`src/hw/rtl/pdle_pkg.sv`:
```
`timescale 1ns / 1ps
// shared types, constants and helpers of the packet delay and loss emulator
// no dependencies

package pdle_pkg;

    localparam int DATA_W = 32;
    localparam int QUEUE_DEPTH_DEF = 16;
    localparam int CFG_ADDR_W = 4;

    localparam logic [1:0] REG_DELAY_MIN = 2'd0;
    localparam logic [1:0] REG_DELAY_MAX = 2'd1;
    localparam logic [1:0] REG_LOSS_THR = 2'd2;

    localparam logic [16:0] LOSS_THR_RST = 17'd1638;

    typedef struct packed {
        logic [DATA_W-1:0] x;
        logic [DATA_W-1:0] y;
        logic [DATA_W-1:0] z;
        logic [DATA_W-1:0] stamp;
        logic [DATA_W-1:0] due;
        logic              lost;
    } entry_t;

    typedef struct packed {
        logic   ins;
        logic   pop;
        entry_t new_entry;
    } cell_ctrl_t;

    function automatic logic [DATA_W-1:0] sat_inc(input logic [DATA_W-1:0] v);
        sat_inc = (v == {DATA_W{1'b1}}) ? v : v + DATA_W'(1);
    endfunction

endpackage

```
`src/hw/rtl/pdle_cell.sv`:
```
`timescale 1ns / 1ps
// one cell of the sorted delay queue: holds one entry, shifts right on insert
// and left on pop; depends on pdle_pkg

module pdle_cell (
    input  logic                aclk,
    input  logic                valid,
    input  logic                gt_in,
    input  pdle_pkg::entry_t    left_entry,
    input  pdle_pkg::entry_t    right_entry,
    input  pdle_pkg::cell_ctrl_t ctrl,
    output logic                gt_out,
    output pdle_pkg::entry_t    entry
);

    pdle_pkg::entry_t entry_reg;
    pdle_pkg::entry_t entry_next;

    // empty cells count as later than any new entry
    assign gt_out = !valid || (entry_reg.due > ctrl.new_entry.due);
    assign entry  = entry_reg;

    always_comb begin
        entry_next = entry_reg;
        if (ctrl.ins && gt_out) begin
            entry_next = gt_in ? left_entry : ctrl.new_entry;
        end else if (ctrl.pop) begin
            entry_next = right_entry;
        end
    end

    always_ff @(posedge aclk) begin
        entry_reg <= entry_next;
    end

endmodule

```
`config.mk`:
```
export PLATFORM = sky130hd
export DESIGN_NAME = pdle_cell
export DESIGN_NICKNAME = d
export VERILOG_FILES = /design/src/hw/rtl/pdle_pkg.sv /design/src/hw/rtl/pdle_cell.sv
export SDC_FILE = /design/constraint.sdc
export NUM_CORES = 1
export LEC_CHECK = 0
export ABC_AREA = 1
export BUFFER_PORTS_ARGS = -buffer_cell sky130_fd_sc_hd__buf_2
export CAP_MARGIN = 20
export CORE_AREA = 2 2 252 254
export CTS_CLUSTER_SIZE = 40
export DETAILED_ROUTE_END_ITERATION = 12
export DIE_AREA = 0 0 254 256
export GPL_TIMING_DRIVEN = 1
export MAX_ROUTING_LAYER = met4
export SYNTH_ARGS = -nofsm -noshare
export SYNTH_HDL_FRONTEND = slang
export SYNTH_SLANG_ARGS = --single-unit
```
`constraint.sdc`:
```
create_clock -name aclk -period 16.9 [get_ports aclk]
set_clock_uncertainty 0.1 [all_clocks]
set_input_delay 1.69 -clock aclk [delete_from_list [all_inputs] [get_ports aclk]]
set_output_delay 1.69 -clock aclk [all_outputs]
set_load 0.03 [all_outputs]
```
==> results.cfg, run 1 <==
[placement]
hpwl_um = 30660
port_buffers = 649
place.gp.congestion = 0.8413

[critical_path]
max_stage_delay_ns = 0.36
timing.critical_path.buf_inv = 3
rrSetupSlack_ns = 12.81
crit_chain = buf_2 > inv_1 > ha_1 > nand2_1 > nor2_1 > nand2_1 > nand2_1 > nand2_1 > nand2_1 > nand2_1 > nand2_1 > nand2_1 > nand2_8 > buf_2
reg2reg_to = entry[58]
path_common_cell = nand2_1
arrival_ns = 3.54
critical_path.startpoint = ctrl[8]
r2r_cells = 14
regToRegStartpoint = entry[8]
cp-end-kind = output pin
cp.required_ns = 15.11
critical_path.top_delay_family = simple AND/OR/NAND/NOR gates
cp_max_fo = 31
endpoint = gt_out
slowest_stage = nor2_1
critical_path_class = primary input to output pin
startpoint_type = primary input
cp_num_cells = 14

[pwr]
peakVddDrop_mv = 0.07308
p_leak_uw = 0.007201
cellPowerDensity_nw_per_um2 = 91.78
power_uw = 1328

[final_layout]
utilization_pct = 23.19
multiInputGateArea_um2 = 4502
largest_register_ffs = 161
layout.nets = 2183
regArea_um2 = 4835
area_growth_pct = 47.48
fillers = 6998
final_layout_size_suffix_gt1_share_pct = 48.90

[grt]
grt_usage_pct = 11.89
overflow = 0
use_met3_pct = 3.305
use_met1_pct = 13.41
grt_pass1_wl_um = 55820
top_usage_layer = met2
antenna_found_initial = 6
grt_max_degree = 82
use_met2_pct = 19.89
grt_pass1_vias = 9694

[detailed_routing]
viasPerCell = 3.861
drt_iter0_markers = 639
routed_wl_um = 38620
vias = 9750
drtPass1Iterations = 5
wl_per_cell_um = 15.29
post-route-drc-count = 0
postRouteAntennaNets = 0

[die]
die_width_um = 254
num_io_pins = 650
initial_core_util_pct = 15.72
core_area_um2 = 62390
die_h_um = 256
dieArea_um2 = 65020
num_rows = 92

[flow_run]
maxCapViolCount = 0

[clocking]
cts_root_buffer = clkbuf_16
cts.reportedPaths.clkPinSlew_ns = 0.06
cts_sinks = 161
cts_resized = 0
cts_tree = yes
clockBufferDepth = 2
cts_made_buffers = 17
hold_buffers = 0
clkLatencyLatePin_ns = 0.46
htree_levels = 4
post_cts_buffers = 0

[logic_synthesis]
synth_nets = 1578
synth_seq_cells = 161
synth_cell_types = 19
syn_inst = 1058
yosys_warnings = 0
yosysSeqAreaShare_pct = 49.28
synth_common_cells = nand2_1, nand3_1, edfxtp_1, mux2_2
synth_top_flop_cell = edfxtp_1
async_reset_ff_share_pct = 0
synth_top_area_share_pct = 49.28
yosys.area.top_type = edfxtp_1
yosys-top-cells-area = edfxtp_1, nand2_1, mux2_2, nand3_1, ha_1
synth_edf_count = 161
syn_area_um2 = 9811
yosysMostFrequentCell = nand2_1
avgSynthCellArea_um2 = 9.273

[sta]
fin_crit_sh_pct = 31.55
finalSetupViolations = 0
rsz0062_at_grt = false
tightestPinTransition_ns = 0.9564
relSlewSlack_pct = 36.24
fin_crit_ns = 5.333
hold_viol_final = 0
maxSlewViolCount = 0
fmax_mhz = 187.5
finalSetupTns_ns = 0

[min_path]
min_path_type = flip-flop to flip-flop

[status]
outcome = completed
## final cells by class
cell class	count	area share, %
tap	846	7.316
clock buffer	18	2.966
sequential	161	33.41
timing repair buffer	659	23.05
antenna	4	0.06918
clock inverter	13	0.9512
multi-input combinational	781	31.11
inverter	43	1.116
## cell families (layout without fill, tap and decap cells)
family | Yosys count | count (layout) | synth area share, %
AOI/OAI and AO/OA | 47 | 47 | 2.449
adders and majority gates | 32 | 32 | 4.081
buffers and inverters | 116 | 733 | 5.140
DFF | 161 | 161 | 49.28
muxes | 130 | 130 | 14.92
other | 0 | 4 | 0
and+or+nand+nor | 572 | 572 | 24.13
## worst min path at each step
stage,from,end,slack (ns),depth (start not counted)
final,entry[24],entry[28],1.28,9
after global routing,right_entry[33],entry[33],1.35,3
after CTS,entry[24],entry[14],1.31,9
after detailed placement,entry[24],entry[28],1.31,9
after global placement,entry[24],entry[29],1.30,9
after floorplan,entry[24],entry[0],1.32,10
## per-stage QoR
step / hold slack, ns / cells / worst slack, ns / instance area, um2
after floorplan: 1.318 / 1058 / 9.748 / 9811
after global placement: 1.302 / 2490 / 11.41 / 13890
after detailed placement: 1.306 / 2490 / 11.41 / 13890
after CTS: 1.313 / 2521 / 11.54 / 14460
after global routing: 1.349 / 2525 / 11.40 / 14470
final: 1.277 / 2525 / 11.57 / 14470
## cells in the final DEF, fill, tap and decap left out, drive strengths merged
cell type  synthesis  routed
clkinv             0       9
a21o               1       1
inv               43      45
nand3            164     164
nand4              2       2
nor2              12      12
buf               30     659
diode              0       4
ha                32      32
o21ai             33      33
bufinv             0       2
edfxtp           161     161
mux2             130     130
clkbuf            43      18
o21a               1       1
nand2            394     394
a21oi             12      12
## per-layer routing
metal / wire length [um] / share of wire, % / vias up
li1: - / - / 4841
met1: 15830 / 41 / 4473
met2: 19090 / 49 / 395
met3: 2913 / 7.5 / 41
met4: 786 / 2.0 / 0
met5: 0 / 0 / -
## report_power, final
part	leakage (uW)	internal, uW	switching [uW]
Combinational	0.00528	138	273
Clock	0.000277	216	172
Sequential	0.00165	509	19.4
Total	0.00720	864	464
## worst min-delay path, cell delays in order (launching register included)
cell      delay [ns]
edfxtp_1        0.35
ha_1            0.15
nor2_1          0.04
nand3_1         0.05
a21oi_1         0.08
nand2_1         0.06
nand2_1         0.12
nand2_8         0.25
nand3_1         0.11
nand2_1         0.06
(Power assumes the default switching activity.)
==> run 2, diff against run 1 <==
Settings changed: CORE_AREA 2 2 252 254 to 2 2 253 255, DIE_AREA 0 0 254 256 to 0 0 255 257.
Clock period 16.9 ns to 5.17 ns, I/O delays scaled along.
==> run 2 against run 1 <==
Net effect: register-to-register slack worse by 11 ns; sequential power rose to 3.3 times the previous value; final cell count up 0.32%; largest power group unchanged; combinational power rose to 3.4 times the previous value; die area up 0.79%.
==> results.cfg, run 2 (synthesis gave the netlist of run 1 again) <==
[pwr]
pwr-share-clk_pct = 28.8
swShare_pct = 35.91
intPower_uw = 2795
p_comb_share_pct = 31.6
seq_power_share_pct = 39.6
p_leak_uw = 0.007258
peakVddDrop_mv = 0.2406
cellPowerDensity_nw_per_um2 = 298.7
power.net_switching_uw = 1566

[flow_run]
maxCapViolCount = 0

[grt]
grt_pass1_vias = 9682
grt_usage_pct = 11.91
grt_max_degree = 79
grt_pass1_wl_um = 56080
overflow = 0
antenna_found_initial = 1

[die]
num_io_pins = 650
die_width_um = 255
initial_core_util_pct = 15.64
core_area_um2 = 62740
dieArea_um2 = 65540
num_rows = 92
die_h_um = 257

[clocking]
cts_root_buffer = clkbuf_16
hold_buffers = 0
post_cts_buffers = 0
cts_resized = 0
cts_sinks = 161
cts_tree = yes
cts_made_buffers = 17
cts.reportedPaths.clkPinSlew_ns = 0.07
clkLatencyLatePin_ns = 0.48
htree_levels = 4
clockBufferDepth = 2

[sta]
finalSetupViolations = 0
rsz0062_at_grt = false
hold_ws_ns = 0.1959
maxSlewViolCount = 0
finalSetupTns_ns = 0
hold_viol_final = 0
fin_ws_ns = 1.697
fin_crit_ns = 3.473
tightestPinTransition_ns = 0.7134
relSlewSlack_pct = 52.44
fmax_mhz = 287.9
fin_crit_sh_pct = 67.17

[final_layout]
layout.nets = 2193
area_growth_pct = 48.81
regArea_um2 = 4835
final_layout_size_suffix_gt1_share_pct = 49.35
multiInputGateArea_um2 = 4511
fillers = 6884
final_common_cell = buf_2
largest_register_ffs = 161
layout_common_cells = buf_2, nand2_1, nand3_1

[detailed_routing]
routed_wl_um = 39450
vias = 9851
wl_per_cell_um = 15.58
drt_iter0_markers = 476
viasPerCell = 3.889
drtPass1Iterations = 6
post-route-drc-count = 0
postRouteAntennaNets = 0

[status]
outcome = completed

[critical_path]
cp_max_fo = 68
path_common_cell = nand2_1
crit_chain = ha_1 > nand2_1 > nor2_1 > nand2_1 > nand2_1 > nand2_1 > nand2_1 > nand2_1 > nand2_1 > nand2_1 > nand2_8 > nand2_8 > nand2_8 > buf_4
max_stage_delay_ns = 0.52
cp-end-kind = flip-flop
arrival_ns = 3.56
critical_path_class = flip-flop to flip-flop
startpoint_type = flip-flop
cp.required_ns = 5.26
r2r_cells = 14
slowest_stage = nand2_8

[placement]
hpwl_um = 31580
port_buffers = 649
pre_cts_ws_ns = 1.417
place.gp.congestion = 0.8419

[min_path]
min_path_type = primary input to flip-flop
whs_path_depth = 3
[run 2: cell type report]
type,count,area share [%]
sequential,161,33.12
antenna,1,0.01714
multi-input combinational,781,30.90
inverter,43,1.106
tap,846,7.251
clock buffer,17,2.914
clock inverter,15,0.9085
timing repair buffer,669,23.79
[run 2: routing by layer]
layer / up-vias / share of wire (%) / global-route usage (%)
met1: 4489 / 40 / 13.37
li1: 4854 / - / -
met2: 460 / 49 / 19.85
met4: 0 / 3.0 / 5.328
met3: 48 / 7.7 / 3.014
met5: - / 0 / -
[run 2: path summary, 6_finish.rpt]
check / endpoint / slack, ns / from
setup reg to reg: entry[91] / 1.70 / entry[8]
hold / removal: entry[56] / 0.20 / right_entry[56]
hold reg to reg: entry[3] / 1.30 / entry[24]
setup / recovery: entry[91] / 1.70 / entry[8]
[run 2: stage by stage]
stage,utilization [%],cells,power (uW),cell area [um2]
2_1_floorplan,-,1058,2587,9813
3_3_place_gp,22.38,2500,3139,14040
3_5_place_dp,22.38,2500,3147,14040
4_1_cts,23.27,2532,4442,14600
5_1_grt,23.27,2533,4587,14600
6_report,23.27,2533,4361,14600
[run 2: critical path: cells and delay by family (launching register included)]
family,cells,cell delay [ns]
and+or+nand+nor,12,2.03
adders and majority gates,1,0.31
buffers and inverters,1,0.26
DFF,1,0.40
[run 2: power by group through the flow]
| stage | Combinational (uW) | Sequential, uW | Clock, uW |
|---|---|---|---|
| 2_1_floorplan | 482 | 2110 | 0 |
| 3_3_place_gp | 1390 | 1750 | 0 |
| 3_5_place_dp | 1390 | 1750 | 0 |
| 4_1_cts | 1400 | 1730 | 1320 |
| 5_1_grt | 1500 | 1740 | 1340 |
| 6_report | 1380 | 1730 | 1260 |
==> run 3, diff against run 2 <==
Settings changed: ABC_AREA 1 to 0, CORE_AREA 2 2 253 255 to 2 2 251 253, DIE_AREA 0 0 255 257 to 0 0 253 255.
Clock period 5.17 ns to 3.25 ns, I/O delays scaled along.
==> run 3 against run 2 <==
Net effect: non-clock buffer count up 86; die area down 1.6%; via count down 14%; synthesized area down 4.0%; clock-buffer cell count up 1; clock power up 63%; worst setup slack worse by 1.6 ns; critical endpoint unchanged; global-route usage down 1.1 points.
==> results.cfg, run 3 <==
[detailed_routing]
drt_iter0_markers = 493
drtPass1Iterations = 5
viasPerCell = 3.788
routed_wl_um = 37180
wl_per_cell_um = 16.70
postRouteAntennaNets = 0
post-route-drc-count = 0
vias = 8433

[sta]
finalSetupTns_ns = 0
fin_crit_sh_pct = 96.35
finalSetupViolations = 0
fmax_mhz = 319.4
hold_viol_final = 0
tightestPinTransition_ns = 0.6734
maxSlewViolCount = 0
relSlewSlack_pct = 55.11
fin_ws_ns = 0.1187
fin_crit_ns = 3.131

[critical_path]
crit_chain = ha_1 > nand4_1 > nor4_4 > a221o_1 > a211o_1 > o31ai_4 > buf_4 > buf_12 > buf_12 > mux2_1
path_common_cell = buf_12
regToRegStartpoint = entry[28]
r2r_cells = 10
max_stage_delay_ns = 0.42
cp_max_fo = 23
startpoint_type = flip-flop
critical_path_class = flip-flop to flip-flop
cp.required_ns = 3.36
reg2reg_to = entry[91]
arrival_ns = 3.24
rrSetupSlack_ns = 0.12
slowest_stage = edfxtp_1
cp-end-kind = flip-flop

[logic_synthesis]
yosys_warnings = 0
syn_area_um2 = 9415
synth_seq_cells = 161
yosysMostFrequentCell = mux2_2
synth_nets = 1195
yosys-top-cells-area = edfxtp_1, mux2_2, mux2_1, ha_1, o21ai_0
synth_common_cells = mux2_2, edfxtp_1, mux2_1, nand2_1, o21ai_0
synth_edf_count = 161
avgSynthCellArea_um2 = 13.95
synth_top_flop_cell = edfxtp_1
async_reset_ff_share_pct = 0
synth_cell_types = 26
syn_inst = 675
synth_top_area_share_pct = 51.35
yosysSeqAreaShare_pct = 51.35
yosys.area.top_type = edfxtp_1

[placement]
pre_cts_ws_ns = -0.2361
hpwl_um = 30330
place_inst = 2139
place.gp.congestion = 0.9041
port_buffers = 649

[clocking]
cts_sinks = 161
cts.reportedPaths.clkPinSlew_ns = 0.07
cts_root_buffer = clkbuf_16
cts_made_buffers = 17
cts_tree = yes
clkLatencyLatePin_ns = 0.47
clockBufferDepth = 2
htree_levels = 4

[final_layout]
fillers = 6578
layout_common_cells = buf_2, mux2_2, edfxtp_1
layout.nets = 1931
finalNonFillerCells = 2226
area_growth_pct = 62.46
final_common_cell = buf_2
final_layout_size_suffix_gt1_share_pct = 67.84
largest_register_ffs = 161

[die]
dieArea_um2 = 64520
core_area_um2 = 62160
die_h_um = 255
initial_core_util_pct = 15.15
die_width_um = 253
num_rows = 92
num_io_pins = 650

[grt]
antenna_found_initial = 3
grt_pass1_wl_um = 49500
grt_max_degree = 64
grt_usage_pct = 10.85
grt_pass1_vias = 8573
overflow = 0

[min_path]
holdPathEnd = entry[96]
min_path_type = primary input to flip-flop
min_from = right_entry[96]
whs_path_depth = 2

[status]
outcome = completed

[pwr]
power_uw = 6891
pwr-share-clk_pct = 29.9
p_leak_uw = 0.006863
cellPowerDensity_nw_per_um2 = 450.5
power.net_switching_uw = 2224
seq_power_share_pct = 39.4
peakVddDrop_mv = 0.3835
swShare_pct = 32.28
p_comb_share_pct = 30.7
intPower_uw = 4666

[flow_run]
maxCapViolCount = 0
run 3: worst max path at each step:
| stage | to | from | cells after the start | slack, ns |
|---|---|---|---|---|
| 2_1_floorplan | entry[0] | entry[20] | 9 | -0.54 |
| 3_3_place_gp | entry[125] | ctrl[16] | 13 | -0.18 |
| 3_5_place_dp | entry[70] | ctrl[16] | 13 | -0.24 |
| 4_1_cts | gt_out | entry[15] | 9 | 0.02 |
| 5_1_grt | entry[92] | entry[18] | 10 | -0.005 |
| 6_report | entry[91] | entry[28] | 10 | 0.12 |
run 3: cell type report:
cell class	instances	area (um2)	area share, %
Clock buffer	18	429.2	2.806
Antenna cell	3	7.507	0.04908
Inverter	34	127.6	0.8344
Timing Repair Buffer	755	4374	28.60
Multi-Input combinational cell	442	4367	28.55
Clock inverter	14	156.4	1.022
Tap cell	799	999.7	6.536
Sequential cell	161	4835	31.61
run 3: through the flow:
stage                     util (%)  hold slack [ns]  instance area [um2]
after floorplan                  -           0.4289                 9447
after global placement       22.62           0.5161                14060
after detailed placement     22.62           0.5140                14060
after CTS                    24.30        0.0002386                15110
after global routing         24.60          0.01429                15290
final                        24.61          0.05845                15300
run 3: repair_timing:
| item | 4_1_cts | 5_1_grt |
|---|---|---|
| setup buffers | 0 | 8 |
| endpoints found under the setup margin | 293 | 281 |
| pin swaps | 3 | 8 |
| gates resized for setup | 7 | 12 |
| gates cloned | 0 | 2 |
| hold buffers | 42 | 0 |
| endpoints found under the hold margin | 42 | 0 |
run 3: routing by layer:
| metal | global-route usage [%] | part of all wire (%) | up-vias |
|---|---|---|---|
| li1 | - | - | 4029 |
| met1 | 12.74 | 41 | 3983 |
| met2 | 17.72 | 50 | 385 |
| met3 | 2.766 | 6.9 | 36 |
| met4 | 4.396 | 2.0 | 0 |
| met5 | - | 0 | - |
run 3: critical path, delay by kind of cell, from the launching register on:
family	cells	cell delay, ns
AOI/OAI and AO/OA	3	0.80
buffers and inverters	3	0.55
DFF	1	0.42
muxes	1	0.35
adders and majority gates	1	0.33
and+or+nand+nor	2	0.27
run 3: logic make-up (layout without fill, tap and decap cells):
logic type      count (synthesis)  in the layout  synth area share (%)
fa+ha+maj                      32             32                 4.252
mux                           291            291                 34.80
compound gates                 59             59                 3.562
buf+inv                        72            821                 3.336
other cells                     0              3                     0
simple gates                   60             60                 2.698
flops                         161            161                 51.35
run 3: power by group through the flow:
stage / clock (uW) / combinational [uW] / sequential, uW
global placement: 0 / 2010 / 2750
CTS: 2180 / 2090 / 2720
detailed placement: 0 / 2030 / 2760
finish: 2060 / 2110 / 2710
floorplan: 0 / 654 / 3250
global route: 2240 / 2250 / 2740
